[src/sv/bsr_pkg.sv]
// Shared types, constants and helpers of the banker safety and request core.
// Used by bsr_alu, bsr_ctrl and banker_safety_and_request_core; no dependencies.
package bsr_pkg;

    localparam int NUM_PROC = 8;
    localparam int NUM_RES  = 4;
    localparam int PROC_W   = (NUM_PROC > 1) ? $clog2(NUM_PROC) : 1;
    localparam int RES_W    = (NUM_RES > 1) ? $clog2(NUM_RES) : 1;

    localparam int CLAIM_W  = 8;
    localparam int CNT_W    = 10;
    localparam int OPND_W   = CNT_W + 2;
    localparam int PIDX_W   = 4;
    localparam int RIDX_W   = 3;
    localparam int SEQ_W    = 4;

    localparam logic [CNT_W-1:0] COUNT_MAX = {CNT_W{1'b1}};

    typedef logic signed [OPND_W-1:0] opnd_t;

    typedef enum logic [2:0] {
        MODE_LOAD_MAX   = 3'd0,
        MODE_LOAD_ALLOC = 3'd1,
        MODE_SET_AVAIL  = 3'd2,
        MODE_REQUEST    = 3'd3,
        MODE_SAFETY     = 3'd4
    } mode_t;

    typedef enum logic [3:0] {
        ST_LOADED      = 4'd0,
        ST_EXCEEDS     = 4'd1,
        ST_WAIT        = 4'd2,
        ST_GRANTED     = 4'd3,
        ST_RELEASED    = 4'd4,
        ST_SEQ_ENTRY   = 4'd5,
        ST_SAFE        = 4'd6,
        ST_UNSAFE      = 4'd7,
        ST_BAD_PROC    = 4'd8
    } status_t;

    typedef enum logic [1:0] {
        ALU_SUB    = 2'd0,
        ALU_GT     = 2'd1,
        ALU_SATADD = 2'd2
    } alu_op_t;

    typedef enum logic [4:0] {
        S_IDLE,
        S_DECODE,
        S_EMIT,
        S_SAFE_CHECK,
        S_SAFE_NEED,
        S_SAFE_CMP,
        S_SAFE_ADD,
        S_SAFE_EMIT,
        S_VERDICT,
        S_REQ_NEED,
        S_REQ_CMP,
        S_REQ_AVAIL,
        S_REQ_TAKE,
        S_REQ_ALLOC,
        S_REQ_ZERO,
        S_REQ_RELEASE,
        S_REQ_DONE
    } state_t;

    typedef struct packed {
        mode_t              mode;
        logic [PIDX_W-1:0]  proc_index;
        logic [RIDX_W-1:0]  res_index;
        logic [CLAIM_W-1:0] amount;
        logic               last_element;
    } item_t;

    typedef struct packed {
        status_t            status;
        logic [SEQ_W-1:0]   seq_proc;
        logic               last_result;
    } result_t;

    typedef struct packed {
        alu_op_t op;
        opnd_t   a;
        opnd_t   b;
    } alu_req_t;

    typedef struct packed {
        opnd_t y;
        logic  gt;
    } alu_rsp_t;

    function automatic opnd_t ext_cnt(input logic [CNT_W-1:0] v);
        ext_cnt = opnd_t'({2'b00, v});
    endfunction

    function automatic opnd_t ext_claim(input logic [CLAIM_W-1:0] v);
        ext_claim = opnd_t'({{(OPND_W-CLAIM_W){1'b0}}, v});
    endfunction

endpackage

[src/sv/banker_safety_and_request_core.sv]
// Banker's algorithm allocator: safety check and request evaluation.
// A load or set result passes decode and emit; ready returns as the output register takes it.
// A final request element is checked against need and availability, then granted or released.
// A safety check runs on the single shared ALU, which does one subtract, compare or add per cycle;
// it pauses while a sequence entry waits for the output register.
// Reset (rst_n low, asynchronous) clears every table, the request buffer and the output valid flag.
module banker_safety_and_request_core
(
    input  logic        clk,
    input  logic        rst_n,

    input  logic        s_axis_tvalid,
    output logic        s_axis_tready,
    input  logic [15:0] s_axis_tdata,   // [3:0] proc_index, [6:4] res_index, [14:7] amount, [15] 0
    input  logic [2:0]  s_axis_tuser,   // [2:0] mode
    input  logic        s_axis_tlast,   // last_element

    output logic        m_axis_tvalid,
    input  logic        m_axis_tready,
    output logic [7:0]  m_axis_tdata,   // [3:0] seq_proc, [7:4] 0
    output logic [3:0]  m_axis_tuser,   // [3:0] status
    output logic        m_axis_tlast    // last_result
);

    bsr_pkg::item_t   item;
    bsr_pkg::result_t res;
    logic             res_valid;
    logic             res_ready;

    logic             out_valid_reg, out_valid_next;
    bsr_pkg::result_t out_reg, out_next;

    // Unpack the input transaction into the item fields.
    assign item.mode         = bsr_pkg::mode_t'(s_axis_tuser);
    assign item.proc_index   = s_axis_tdata[3:0];
    assign item.res_index    = s_axis_tdata[6:4];
    assign item.amount       = s_axis_tdata[14:7];
    assign item.last_element = s_axis_tlast;

    bsr_ctrl u_ctrl
    (
        .clk       (clk),
        .rst_n     (rst_n),
        .in_valid  (s_axis_tvalid),
        .in_ready  (s_axis_tready),
        .item      (item),
        .res_valid (res_valid),
        .res_ready (res_ready),
        .res       (res)
    );

    // The output register parts the sequencer from the sink: take a new result
    // when the register is empty or being drained in this cycle.
    assign res_ready = !out_valid_reg || m_axis_tready;

    always_comb
    begin
        out_valid_next = out_valid_reg;
        out_next       = out_reg;
        if (res_valid && res_ready)
        begin
            out_valid_next = 1'b1;
            out_next       = res;
        end
        else if (m_axis_tready)
        begin
            // drop the delivered result
            out_valid_next = 1'b0;
        end
    end

    always_ff @(posedge clk or negedge rst_n)
    begin
        if (!rst_n)
        begin
            out_valid_reg <= 1'b0;
        end
        else
        begin
            out_valid_reg <= out_valid_next;
        end
    end

    // Payload holds without reset; it is only seen while valid is high.
    always_ff @(posedge clk)
    begin
        out_reg <= out_next;
    end

    assign m_axis_tvalid = out_valid_reg;
    assign m_axis_tdata  = {4'b0000, out_reg.seq_proc};
    assign m_axis_tuser  = out_reg.status;
    assign m_axis_tlast  = out_reg.last_result;

endmodule

[src/sv/bsr_alu.sv]
// Shared arithmetic unit: subtract, signed greater-than and saturating add.
// Depends on bsr_pkg.
module bsr_alu
(
    input  bsr_pkg::alu_req_t req,
    output bsr_pkg::alu_rsp_t rsp
);

    bsr_pkg::opnd_t diff;
    bsr_pkg::opnd_t sum;

    assign diff = req.a - req.b;
    assign sum  = req.a + req.b;

    always_comb
    begin
        rsp.gt = (req.a > req.b);
        case (req.op)
            bsr_pkg::ALU_SUB:
            begin
                rsp.y = diff;
            end
            bsr_pkg::ALU_SATADD:
            begin
                // clamp at the top count
                if (sum > bsr_pkg::ext_cnt(bsr_pkg::COUNT_MAX))
                begin
                    rsp.y = bsr_pkg::ext_cnt(bsr_pkg::COUNT_MAX);
                end
                else
                begin
                    rsp.y = sum;
                end
            end
            default:
            begin
                rsp.y = diff;
            end
        endcase
    end

endmodule

[src/sv/bsr_ctrl.sv]
// Sequencer and state tables of the banker core; at most one ALU operation per cycle.
// Depends on bsr_pkg and bsr_alu.
module bsr_ctrl
(
    input  logic              clk,
    input  logic              rst_n,
    input  logic              in_valid,
    output logic              in_ready,
    input  bsr_pkg::item_t    item,
    output logic              res_valid,
    input  logic              res_ready,
    output bsr_pkg::result_t  res
);

    localparam int NP = bsr_pkg::NUM_PROC;
    localparam int NR = bsr_pkg::NUM_RES;
    localparam int PW = bsr_pkg::PROC_W;
    localparam int RW = bsr_pkg::RES_W;
    localparam int CW = bsr_pkg::CNT_W;
    localparam int MW = bsr_pkg::CLAIM_W;

    bsr_pkg::state_t  state_reg, state_next;
    bsr_pkg::item_t   item_reg, item_next;
    bsr_pkg::status_t status_reg, status_next;

    logic [MW-1:0] max_claim_reg [NP][NR];
    logic [MW-1:0] max_claim_next [NP][NR];
    logic [CW-1:0] alloc_reg [NP][NR];
    logic [CW-1:0] alloc_next [NP][NR];
    logic [CW-1:0] avail_reg [NR];
    logic [CW-1:0] avail_next [NR];
    logic [MW-1:0] reqbuf_reg [NR];
    logic [MW-1:0] reqbuf_next [NR];
    logic [CW-1:0] work_reg [NR];
    logic [CW-1:0] work_next [NR];
    logic [NP-1:0] finished_reg, finished_next;

    logic [PW-1:0]  p_reg, p_next;
    logic [RW-1:0]  r_reg, r_next;
    logic [PW-1:0]  pass_reg, pass_next;
    bsr_pkg::opnd_t need_reg, need_next;

    bsr_pkg::alu_req_t alu_req;
    bsr_pkg::alu_rsp_t alu_rsp;

    logic          pok;
    logic          rok;
    logic [PW-1:0] item_p;
    logic [RW-1:0] item_r;
    logic [MW-1:0] cur_max;
    logic [CW-1:0] cur_alloc;
    logic [CW-1:0] cur_avail;
    logic [MW-1:0] cur_req;
    logic [CW-1:0] cur_work;
    logic          r_last;
    logic          p_last;
    logic          pass_last;

    bsr_alu u_alu
    (
        .req (alu_req),
        .rsp (alu_rsp)
    );

    assign pok       = (int'(item_reg.proc_index) < NP);
    assign rok       = (int'(item_reg.res_index) < NR);
    assign item_p    = item_reg.proc_index[PW-1:0];
    assign item_r    = item_reg.res_index[RW-1:0];
    assign cur_max   = max_claim_reg[p_reg][r_reg];
    assign cur_alloc = alloc_reg[p_reg][r_reg];
    assign cur_avail = avail_reg[r_reg];
    assign cur_req   = reqbuf_reg[r_reg];
    assign cur_work  = work_reg[r_reg];
    assign r_last    = (r_reg == RW'(NR - 1));
    assign p_last    = (p_reg == PW'(NP - 1));
    assign pass_last = (pass_reg == PW'(NP - 1));

    always_ff @(posedge clk or negedge rst_n)
    begin
        if (!rst_n)
        begin
            state_reg    <= bsr_pkg::S_IDLE;
            finished_reg <= '0;
            p_reg        <= '0;
            r_reg        <= '0;
            pass_reg     <= '0;
            for (int i = 0; i < NP; i++)
            begin
                for (int j = 0; j < NR; j++)
                begin
                    max_claim_reg[i][j] <= '0;
                    alloc_reg[i][j]     <= '0;
                end
            end
            for (int j = 0; j < NR; j++)
            begin
                avail_reg[j]  <= '0;
                reqbuf_reg[j] <= '0;
                work_reg[j]   <= '0;
            end
        end
        else
        begin
            state_reg     <= state_next;
            finished_reg  <= finished_next;
            p_reg         <= p_next;
            r_reg         <= r_next;
            pass_reg      <= pass_next;
            max_claim_reg <= max_claim_next;
            alloc_reg     <= alloc_next;
            avail_reg     <= avail_next;
            reqbuf_reg    <= reqbuf_next;
            work_reg      <= work_next;
        end
    end

    always_ff @(posedge clk)
    begin
        item_reg   <= item_next;
        status_reg <= status_next;
        need_reg   <= need_next;
    end

    always_comb
    begin
        state_next     = state_reg;
        item_next      = item_reg;
        status_next    = status_reg;
        need_next      = need_reg;
        finished_next  = finished_reg;
        p_next         = p_reg;
        r_next         = r_reg;
        pass_next      = pass_reg;
        max_claim_next = max_claim_reg;
        alloc_next     = alloc_reg;
        avail_next     = avail_reg;
        reqbuf_next    = reqbuf_reg;
        work_next      = work_reg;

        alu_req.op = bsr_pkg::ALU_SUB;
        alu_req.a  = bsr_pkg::ext_claim(cur_max);
        alu_req.b  = bsr_pkg::ext_cnt(cur_alloc);

        in_ready        = 1'b0;
        res_valid       = 1'b0;
        res.status      = status_reg;
        res.seq_proc    = '0;
        res.last_result = 1'b1;

        case (state_reg)
            bsr_pkg::S_IDLE:
            begin
                in_ready = 1'b1;
                if (in_valid)
                begin
                    item_next  = item;
                    state_next = bsr_pkg::S_DECODE;
                end
            end

            bsr_pkg::S_DECODE:
            begin
                state_next  = bsr_pkg::S_EMIT;
                status_next = bsr_pkg::ST_LOADED;
                case (item_reg.mode)
                    bsr_pkg::MODE_LOAD_MAX:
                    begin
                        if (!pok)
                        begin
                            status_next = bsr_pkg::ST_BAD_PROC;
                        end
                        else if (rok)
                        begin
                            max_claim_next[item_p][item_r] = item_reg.amount;
                        end
                    end
                    bsr_pkg::MODE_LOAD_ALLOC:
                    begin
                        if (!pok)
                        begin
                            status_next = bsr_pkg::ST_BAD_PROC;
                        end
                        else if (rok)
                        begin
                            alloc_next[item_p][item_r] = CW'(item_reg.amount);
                        end
                    end
                    bsr_pkg::MODE_SET_AVAIL:
                    begin
                        if (rok)
                        begin
                            avail_next[item_r] = CW'(item_reg.amount);
                        end
                    end
                    bsr_pkg::MODE_REQUEST:
                    begin
                        if (!pok)
                        begin
                            status_next = bsr_pkg::ST_BAD_PROC;
                            if (item_reg.last_element)
                            begin
                                for (int j = 0; j < NR; j++)
                                begin
                                    reqbuf_next[j] = '0;
                                end
                            end
                        end
                        else
                        begin
                            if (rok)
                            begin
                                reqbuf_next[item_r] = item_reg.amount;
                            end
                            if (item_reg.last_element)
                            begin
                                p_next     = item_p;
                                r_next     = '0;
                                state_next = bsr_pkg::S_REQ_NEED;
                            end
                        end
                    end
                    bsr_pkg::MODE_SAFETY:
                    begin
                        work_next     = avail_reg;
                        finished_next = '0;
                        p_next        = '0;
                        r_next        = '0;
                        pass_next     = '0;
                        state_next    = bsr_pkg::S_SAFE_CHECK;
                    end
                    default:
                    begin
                        state_next = bsr_pkg::S_IDLE;
                    end
                endcase
            end

            bsr_pkg::S_EMIT:
            begin
                res_valid = 1'b1;
                if (res_ready)
                begin
                    state_next = bsr_pkg::S_IDLE;
                end
            end

            // ---- safety check: passes over rows, at most one ALU step a cycle ----
            bsr_pkg::S_SAFE_CHECK:
            begin
                r_next = '0;
                if (finished_reg[p_reg])
                begin
                    p_next = p_last ? '0 : p_reg + 1'b1;
                    if (p_last)
                    begin
                        pass_next  = pass_reg + 1'b1;
                        state_next = pass_last ? bsr_pkg::S_VERDICT : bsr_pkg::S_SAFE_CHECK;
                    end
                end
                else
                begin
                    state_next = bsr_pkg::S_SAFE_NEED;
                end
            end

            bsr_pkg::S_SAFE_NEED:
            begin
                need_next  = alu_rsp.y;
                state_next = bsr_pkg::S_SAFE_CMP;
            end

            bsr_pkg::S_SAFE_CMP:
            begin
                alu_req.op = bsr_pkg::ALU_GT;
                alu_req.a  = need_reg;
                alu_req.b  = bsr_pkg::ext_cnt(cur_work);
                if (alu_rsp.gt)
                begin
                    // row does not fit: move on to the next row
                    p_next = p_last ? '0 : p_reg + 1'b1;
                    if (p_last)
                    begin
                        pass_next  = pass_reg + 1'b1;
                        state_next = pass_last ? bsr_pkg::S_VERDICT : bsr_pkg::S_SAFE_CHECK;
                    end
                    else
                    begin
                        state_next = bsr_pkg::S_SAFE_CHECK;
                    end
                end
                else if (r_last)
                begin
                    r_next     = '0;
                    state_next = bsr_pkg::S_SAFE_ADD;
                end
                else
                begin
                    r_next     = r_reg + 1'b1;
                    state_next = bsr_pkg::S_SAFE_NEED;
                end
            end

            bsr_pkg::S_SAFE_ADD:
            begin
                alu_req.op        = bsr_pkg::ALU_SATADD;
                alu_req.a         = bsr_pkg::ext_cnt(cur_work);
                alu_req.b         = bsr_pkg::ext_cnt(cur_alloc);
                work_next[r_reg]  = alu_rsp.y[CW-1:0];
                r_next            = r_last ? '0 : r_reg + 1'b1;
                if (r_last)
                begin
                    state_next = bsr_pkg::S_SAFE_EMIT;
                end
            end

            bsr_pkg::S_SAFE_EMIT:
            begin
                res_valid       = 1'b1;
                res.status      = bsr_pkg::ST_SEQ_ENTRY;
                res.seq_proc    = bsr_pkg::SEQ_W'(p_reg);
                res.last_result = 1'b0;
                if (res_ready)
                begin
                    finished_next[p_reg] = 1'b1;
                    p_next = p_last ? '0 : p_reg + 1'b1;
                    if (p_last)
                    begin
                        pass_next  = pass_reg + 1'b1;
                        state_next = pass_last ? bsr_pkg::S_VERDICT : bsr_pkg::S_SAFE_CHECK;
                    end
                    else
                    begin
                        state_next = bsr_pkg::S_SAFE_CHECK;
                    end
                end
            end

            bsr_pkg::S_VERDICT:
            begin
                res_valid  = 1'b1;
                res.status = (&finished_reg) ? bsr_pkg::ST_SAFE : bsr_pkg::ST_UNSAFE;
                if (res_ready)
                begin
                    state_next = bsr_pkg::S_IDLE;
                end
            end

            // ---- request evaluation ----
            bsr_pkg::S_REQ_NEED:
            begin
                need_next  = alu_rsp.y;
                state_next = bsr_pkg::S_REQ_CMP;
            end

            bsr_pkg::S_REQ_CMP:
            begin
                alu_req.op = bsr_pkg::ALU_GT;
                alu_req.a  = bsr_pkg::ext_claim(cur_req);
                alu_req.b  = need_reg;
                if (alu_rsp.gt)
                begin
                    status_next = bsr_pkg::ST_EXCEEDS;
                    state_next  = bsr_pkg::S_REQ_DONE;
                end
                else
                begin
                    r_next     = r_last ? '0 : r_reg + 1'b1;
                    state_next = r_last ? bsr_pkg::S_REQ_AVAIL : bsr_pkg::S_REQ_NEED;
                end
            end

            bsr_pkg::S_REQ_AVAIL:
            begin
                alu_req.op = bsr_pkg::ALU_GT;
                alu_req.a  = bsr_pkg::ext_claim(cur_req);
                alu_req.b  = bsr_pkg::ext_cnt(cur_avail);
                if (alu_rsp.gt)
                begin
                    status_next = bsr_pkg::ST_WAIT;
                    state_next  = bsr_pkg::S_REQ_DONE;
                end
                else
                begin
                    r_next     = r_last ? '0 : r_reg + 1'b1;
                    state_next = r_last ? bsr_pkg::S_REQ_TAKE : bsr_pkg::S_REQ_AVAIL;
                end
            end

            bsr_pkg::S_REQ_TAKE:
            begin
                alu_req.op        = bsr_pkg::ALU_SUB;
                alu_req.a         = bsr_pkg::ext_cnt(cur_avail);
                alu_req.b         = bsr_pkg::ext_claim(cur_req);
                avail_next[r_reg] = alu_rsp.y[CW-1:0];
                state_next        = bsr_pkg::S_REQ_ALLOC;
            end

            bsr_pkg::S_REQ_ALLOC:
            begin
                alu_req.op               = bsr_pkg::ALU_SATADD;
                alu_req.a                = bsr_pkg::ext_cnt(cur_alloc);
                alu_req.b                = bsr_pkg::ext_claim(cur_req);
                alloc_next[p_reg][r_reg] = alu_rsp.y[CW-1:0];
                r_next                   = r_last ? '0 : r_reg + 1'b1;
                state_next               = r_last ? bsr_pkg::S_REQ_ZERO : bsr_pkg::S_REQ_TAKE;
            end

            bsr_pkg::S_REQ_ZERO:
            begin
                if (alu_rsp.y != '0)
                begin
                    status_next = bsr_pkg::ST_GRANTED;
                    state_next  = bsr_pkg::S_REQ_DONE;
                end
                else
                begin
                    r_next     = r_last ? '0 : r_reg + 1'b1;
                    state_next = r_last ? bsr_pkg::S_REQ_RELEASE : bsr_pkg::S_REQ_ZERO;
                end
            end

            bsr_pkg::S_REQ_RELEASE:
            begin
                alu_req.op               = bsr_pkg::ALU_SATADD;
                alu_req.a                = bsr_pkg::ext_cnt(cur_avail);
                alu_req.b                = bsr_pkg::ext_cnt(cur_alloc);
                avail_next[r_reg]        = alu_rsp.y[CW-1:0];
                alloc_next[p_reg][r_reg] = '0;
                r_next                   = r_last ? '0 : r_reg + 1'b1;
                if (r_last)
                begin
                    status_next = bsr_pkg::ST_RELEASED;
                    state_next  = bsr_pkg::S_REQ_DONE;
                end
            end

            bsr_pkg::S_REQ_DONE:
            begin
                for (int j = 0; j < NR; j++)
                begin
                    reqbuf_next[j] = '0;
                end
                state_next = bsr_pkg::S_EMIT;
            end

            default:
            begin
                state_next = bsr_pkg::S_IDLE;
            end
        endcase
    end

    a_no_overlap: assert property (@(posedge clk) disable iff (!rst_n)
        !(in_ready && res_valid))
        else $error("input taken while a result is pending");

    a_busy_after_accept: assert property (@(posedge clk) disable iff (!rst_n)
        (in_valid && in_ready) |=> !in_ready)
        else $error("sequencer ready right after a transaction");

    a_safe_verdict: assert property (@(posedge clk) disable iff (!rst_n)
        (res_valid && res.status == bsr_pkg::ST_SAFE) |-> (&finished_reg))
        else $error("safe verdict with an unfinished process");

    a_seq_unique: assert property (@(posedge clk) disable iff (!rst_n)
        (state_reg == bsr_pkg::S_SAFE_EMIT) |-> !finished_reg[p_reg])
        else $error("process emitted twice in the safe sequence");

endmodule
[config.mk]
export PLATFORM = sky130hd
export DESIGN_NAME = banker_safety_and_request_core
export DESIGN_NICKNAME = d
export VERILOG_FILES = /design/src/sv/bsr_pkg.sv /design/src/sv/banker_safety_and_request_core.sv /design/src/sv/bsr_alu.sv /design/src/sv/bsr_ctrl.sv
export SDC_FILE = /design/constraint.sdc
export NUM_CORES = 2
export LEC_CHECK = 0
export BUFFER_PORTS_ARGS = -buffer_cell sky130_fd_sc_hd__buf_2
export CAP_MARGIN = 20
export CORE_MARGIN = 2
export CORE_UTILIZATION = 40
export CTS_BUF_LIST = sky130_fd_sc_hd__clkbuf_4 sky130_fd_sc_hd__clkbuf_8
export CTS_CLUSTER_DIAMETER = 200
export CTS_CLUSTER_SIZE = 40
export DETAILED_ROUTE_END_ITERATION = 10
export PLACE_DENSITY = 0.57
export SLEW_MARGIN = 20
export SYNTH_ARGS = -nofsm -noshare
export SYNTH_HDL_FRONTEND = slang
export SYNTH_HIERARCHICAL = 1
export SYNTH_SLANG_ARGS = --single-unit
[constraint.sdc]
create_clock -name clk -period 14.6 [get_ports clk]
set_clock_uncertainty 0.05 [all_clocks]
set_input_delay 2.92 -clock clk [delete_from_list [all_inputs] [get_ports clk]]
set_output_delay 2.92 -clock clk [all_outputs]
set_load 0.01 [all_outputs]
# Word level (Yosys, flattened, before mapping)
# Index checks and enable logic that the tools add are counted.
# totals
elab_cells	329
ff_bits	754
in_bits	24
output_inout_bits	15
# op_classes
n_eq_ne	48
bitwise_logic	7
n_addsub	5
mux	121
reduce_logical	41
n_lt_le_gt_ge	14
# op_table
op	count
two-way mux 320 bit	3
one-hot mux 320 bit (3 select lines)	1
bitwise mux 320 bit	2
AND 320 bit	1
NOT 320 bit	1
two-way mux 40 bit	7
bitwise mux 256 bit	1
demux 40 bit (select 3 bit)	2
two-way mux 32 bit	7
one-hot mux 26 bit (7 select lines)	1
one-hot mux 40 bit (2 select lines)	2
binary-select mux 40 bit (select 3 bit)	1
bitwise mux 40 bit	3
binary-select mux 32 bit (select 3 bit)	1
demux 32 bit (select 3 bit)	1
two-way mux 10 bit	8
one-hot mux 5 bit (16 select lines)	1
two-way mux 5 bit	13
one-hot mux 32 bit (2 select lines)	1
binary-select mux 10 bit (select 2 bit)	3
two-way mux 8 bit	7
demux 10 bit (select 2 bit)	2
== test 5 x 4 -> 1 bit (second input constant)	8
two-way mux 3 bit	12
other kinds (66)	147

# Depth between registers and ports, before layout
# logic_depth
ltp_word	15
depth_mapped	28
mapped_depth_nobuf	23

# Cells and area by module
# Netlist, hierarchy kept.
# by_module_without_submodules
module	cells_each	area_each_um2	n_inst	seq_area_each_um2
bsr_ctrl	3611	38733.4	1	18793.0
bsr_alu	201	1373.8	1	0.0
banker_safety_and_request_core	18	357.8	1	295.3

# Worst setup path before layout
# No wires, ideal clock.
# synth_path
kind	reg-to-reg
startpoint	reg u_ctrl.r_reg[0]
endpoint	reg u_ctrl/alloc_reg[104] (netlist name)
slack_ps	8784
path_buffers	6
stages_incl_launch_ff	25
t_arrival_ps	5684
required_time_ps	14467
cell_sequence	dfrtp_1 buf_2 buf_1 mux4_2 a22oi_1 nand3_1 a221oi_1 a22oi_1 ha_1 fa_1 nor2b_2 o21ai_2 nand3_1 a311o_1 buf_6 xor2_2 nor3b_1 or3_1 a32oi_1 clkbuf_1 and3_1 clkbuf_1 clkbuf_1 mux2i_1 o21ai_0
# synth_rtl
item	line_no	source
start: declaration	bsr_ctrl.sv:39	logic [RW-1:0] r_reg, r_next;
start signal: assignment	bsr_ctrl.sv:107	r_reg <= r_next;
end signal: assignment	bsr_ctrl.sv:110	alloc_reg <= alloc_next;
end: declaration	bsr_ctrl.sv:28	logic [CW-1:0] alloc_reg [NP][NR];

==> impl_results.md <==
- Status: complete, no violations
- Cell depth of the worst flop-to-flop path: 23
- Final setup vio count: 0
- Placed wire-length estimate: 102000 um
- Post-Syn Area: 40500 um^2
- FILL cells: 9778
- H-tree depth: 1
- Crit path time final: 8.56 ns
- Synth warnings: 6
- Die height: about 320 um
- Initial antenna violation count: 10
- CP Data Required Time: 15.04 ns
- Post-Synthesis Cells: 3830
- Most frequent CP cell: buf_4
- Crit-path slowest cell: dfrtp_4
- Nets: between 3000 and 4000
- Hold path depth: 2
- Clock tree buffer depth: 3
- Critical path buffers and inverters: 3
- Class of the worst hold path: reg2reg
- Pre-CTS WS: 5.82 ns
- Initial Util: 40.4%
- CP cell instances: buf_4, buf_4, mux2i_1, nor2_1, a21oi_1, o221ai_1, a31oi_1, a22oi_1, ha_1, fa_1, nor2b_2, o21ai_2, nand3_1, a311o_1, xor2_2, nor3b_1, or3_1, a32oi_1, buf_4, nor4_1, nand3_1, nor2_1, nor4_1
- Worst-margin pin slew: 1.14 ns
- Synth cell types: 96
- Final Cycle Share: 58.7%
- Final Hold Viols: 0
- RR Startpoint: u_ctrl/p_reg[0]
- Overflow after GRT: 0
- Max Slew Vio Count: 0
- R2r setup slk: 6.04 ns
- FF+latch count, synth: 754
- CP Depth: 23
- Core Box Area: ~100000 um^2
- Cell area power density: roughly 180 nW/um^2
- CP Data Arrival Time: around 9 ns
- Share of cells above drive strength 1: 18.7%
- Unrepaired setup endpoints after global routing: false
- FMAX: 117 MHz
- Vias in the first global route: roughly 32000
- Post-CTS setup buffers: 0
- Post-CTS Hold Buffers: 0
- Largest family of logic cells by synthesized area: multiplexers
- CP Class: reg2reg
- Post-synth top area cell: dfrtp_1
- Hold Crit Start: u_ctrl/reqbuf_reg[14]
- Max-cap violations: 0
- Final setup TNS: 0 ns
- Root buf cell: clkbuf_8
- Iter 0 DRT Violations: 4150
- Reg2reg end: u_ctrl/status_reg[0]
- Final ANT Viol Nets: 0
- Synth top area cells: dfrtp_1 44%, mux2_2 9.3%, mux2i_1 7.3%, o21ai_0 4.2%, edfxtp_1 3.3%
- DRT Wirelength: 156000 um
- Clock transition at path regs: 0.27 ns
- Post-CTS sizing: 0
- Share of the yosys chip area belonging to registers: 47.2%
- Die X-Extent: ~320 um
- Async set-reset flop share out of synthesis: 94.2%
- PortBufs: 33
- Top Family by Delay on Critical Path: compound AO/OA/AOI/OAI gates
- Syn avg cell area: 10.6 um^2
- Compound-gate portion of the synthesized area: 17.0%
- Post-Synth Simple-Gate Area: 11.6%
- CP Capture Type: register
- Largest net degree at the start of global routing: 152
- Top-area cell type share of the netlist area: 43.9%
- Avg WL per Cell: 31.2 um
- Most used DFF post-synth: dfrtp_1
- Crit-path max FO: 45
- CP Launch Type: register
- FP Rows: 116
- Layout area overhead: 5.02%
- CTS tree: built
- Max reg flops: 320
- Max stage delay on crit path: 0.89 ns
- Post-route design area: 42500 um^2
- IO Count: 39
- Post-synthesis adder-cell area fraction: 1.06%
- Post-synthesis xor/xnor area fraction: 0.192%
- Rel. slew slack: about a quarter
- Clock Latency Late Sink: a little over 0.8 ns
- Leakage power: 19.4 nW
- CTS buffer count: 22
- First-pass GRT wire length: 226000 um
- # DRC: 0
- Pre-antenna DRT Iters: 8
- Placed Area: ~42000 um^2
- Max VDD drop: 0.000206 V
- Final WS setup: 6.04 ns
- Number of vias per cell: 6.47
- Global Route Usage Sum: 29.6%
- Routability congestion estimate: 0.967
- Die area: 104000 um^2
- Total vias in the final route: between 30000 and 40000
- Worst Hold Path EP: u_ctrl/reqbuf_reg[14]
- Post-synth EDFFs: 44
- Clock sink count: 754
- Mux share of post-synthesis cell area: 18.8%
## layer usage
| layer | track usage (%) | wire (um) | share of wire [%] |
|---|---|---|---|
| met1 | 40.2 | 63700 | 41 |
| met2 | 46.5 | 70300 | 45 |
| met3 | 5.47 | 14200 | 9.1 |
| met4 | 12.3 | 7550 | 4.8 |
| met5 | 0 | 27 | 0.017 |
## cell usage in the layout (no fill, tap or decap), types with 14 or more instances in the layout
cell	synthesis	routed
dfrtp_1	710	705
mux2_2	335	335
o21ai_0	336	333
nand2_1	320	320
mux2i_1	294	294
nor2_1	220	213
a21oi_1	144	144
buf_4	10	138
nand3_1	117	116
a221oi_1	96	96
a22oi_1	80	80
inv_1	73	73
o22ai_1	57	57
o221ai_1	56	56
a31oi_1	48	48
edfxtp_1	44	44
mux4_2	39	39
a22o_1	38	38
buf_2	38	32
o211ai_1	32	32
or3_1	31	31
ha_1	31	31
nor2_8	28	28
nand2b_1	24	24
and3_1	30	23
clkbuf_8	0	22
nor3_1	22	17
and2_1	17	17
nor2b_1	24	16
o2bb2ai_1	14	14
o211a_1	14	14
o21ai_1	12	14
## cell type report
class / count / area [um^2] / area share [%]
tap: 1298 / 1620 / 3.82
antenna: 5 / 12.5 / 0.0294
clock buffer: 30 / 363 / 0.854
multi-input combinational: 2657 / 19800 / 46.7
inverter: 76 / 285 / 0.671
sequential: 754 / 19100 / 45.0
clock inverter: 2 / 17.5 / 0.0412
timing repair buffer: 174 / 1250 / 2.93
## cells by family (layout without fill, tap and decap cells)
logic type,after synthesis,in the layout
XOR/XNOR,8,8
other,2,10
multiplexers,668,668
adder cells (fa/ha/maj),33,33
AO/OA/AOI/OAI,1039,1039
AND/OR/NAND/NOR,904,904
buffers and inverters,422,282
flip-flops,754,754
## worst max-delay path by stage
stage,startpoint,end,slack [ns]
finish,u_ctrl/p_reg[0],u_ctrl/status_reg[0],6.04
global route,u_ctrl/p_reg[0],u_ctrl/status_reg[2],5.73
CTS,u_ctrl/p_reg[0],u_ctrl/status_reg[2],5.78
detailed placement,u_ctrl/p_reg[0],u_ctrl/status_reg[1],5.82
global placement,u_ctrl/p_reg[0],u_ctrl/status_reg[0],5.90
floorplan,u_ctrl/r_reg[0],u_ctrl/alloc_reg[104],8.78
## report_power, final
group | internal, mW | switching (mW)
Combinational | 1.16 | 2.93
Sequential | 2.36 | 0.227
Clock | 0.163 | 0.658
## worst reg2reg max path: cells and delay by family (launching register included)
kind,cells,cell delay [ns]
flops,1,0.89
mux,1,0.28
xor+xnor,1,0.20
fa+ha+maj,2,0.72
buf+inv,3,1.63
compound gates,7,2.43
simple gates,9,2.05
## metrics by stage
stage	std cells	hold WS [ns]	util (%)	power [mW]
2_1_floorplan	3833	0.394	-	4.81
3_3_place_gp	4956	0.408	42.0	6.51
3_5_place_dp	4956	0.419	42.0	6.53
4_1_cts	4988	0.467	42.4	7.33
5_1_grt	4993	0.494	42.4	7.72
6_report	4996	0.468	42.4	7.51
## Yosys cell counts (all sizes together) (14+ instances only)
| cell type | count |
|---|---|
| mux2i | 294 |
| nor2 | 252 |
| nand3 | 117 |
| o211ai | 33 |
| nor3 | 23 |
| or3 | 31 |
| and2 | 19 |
| and3 | 30 |
| o2bb2ai | 14 |
| nand2 | 325 |
| mux4 | 39 |
| a221oi | 97 |
| o221ai | 56 |
| ha | 31 |
| inv | 75 |
| nand2b | 25 |
| o211a | 14 |
| edfxtp | 44 |
| o21ai | 349 |
| buf | 87 |
| a21oi | 145 |
| mux2 | 335 |
| o22ai | 57 |
| a31oi | 48 |
| clkbuf | 259 |
| nor2b | 25 |
| a22o | 38 |
| dfrtp | 710 |
| a22oi | 80 |
(Power assumes the default switching activity.)
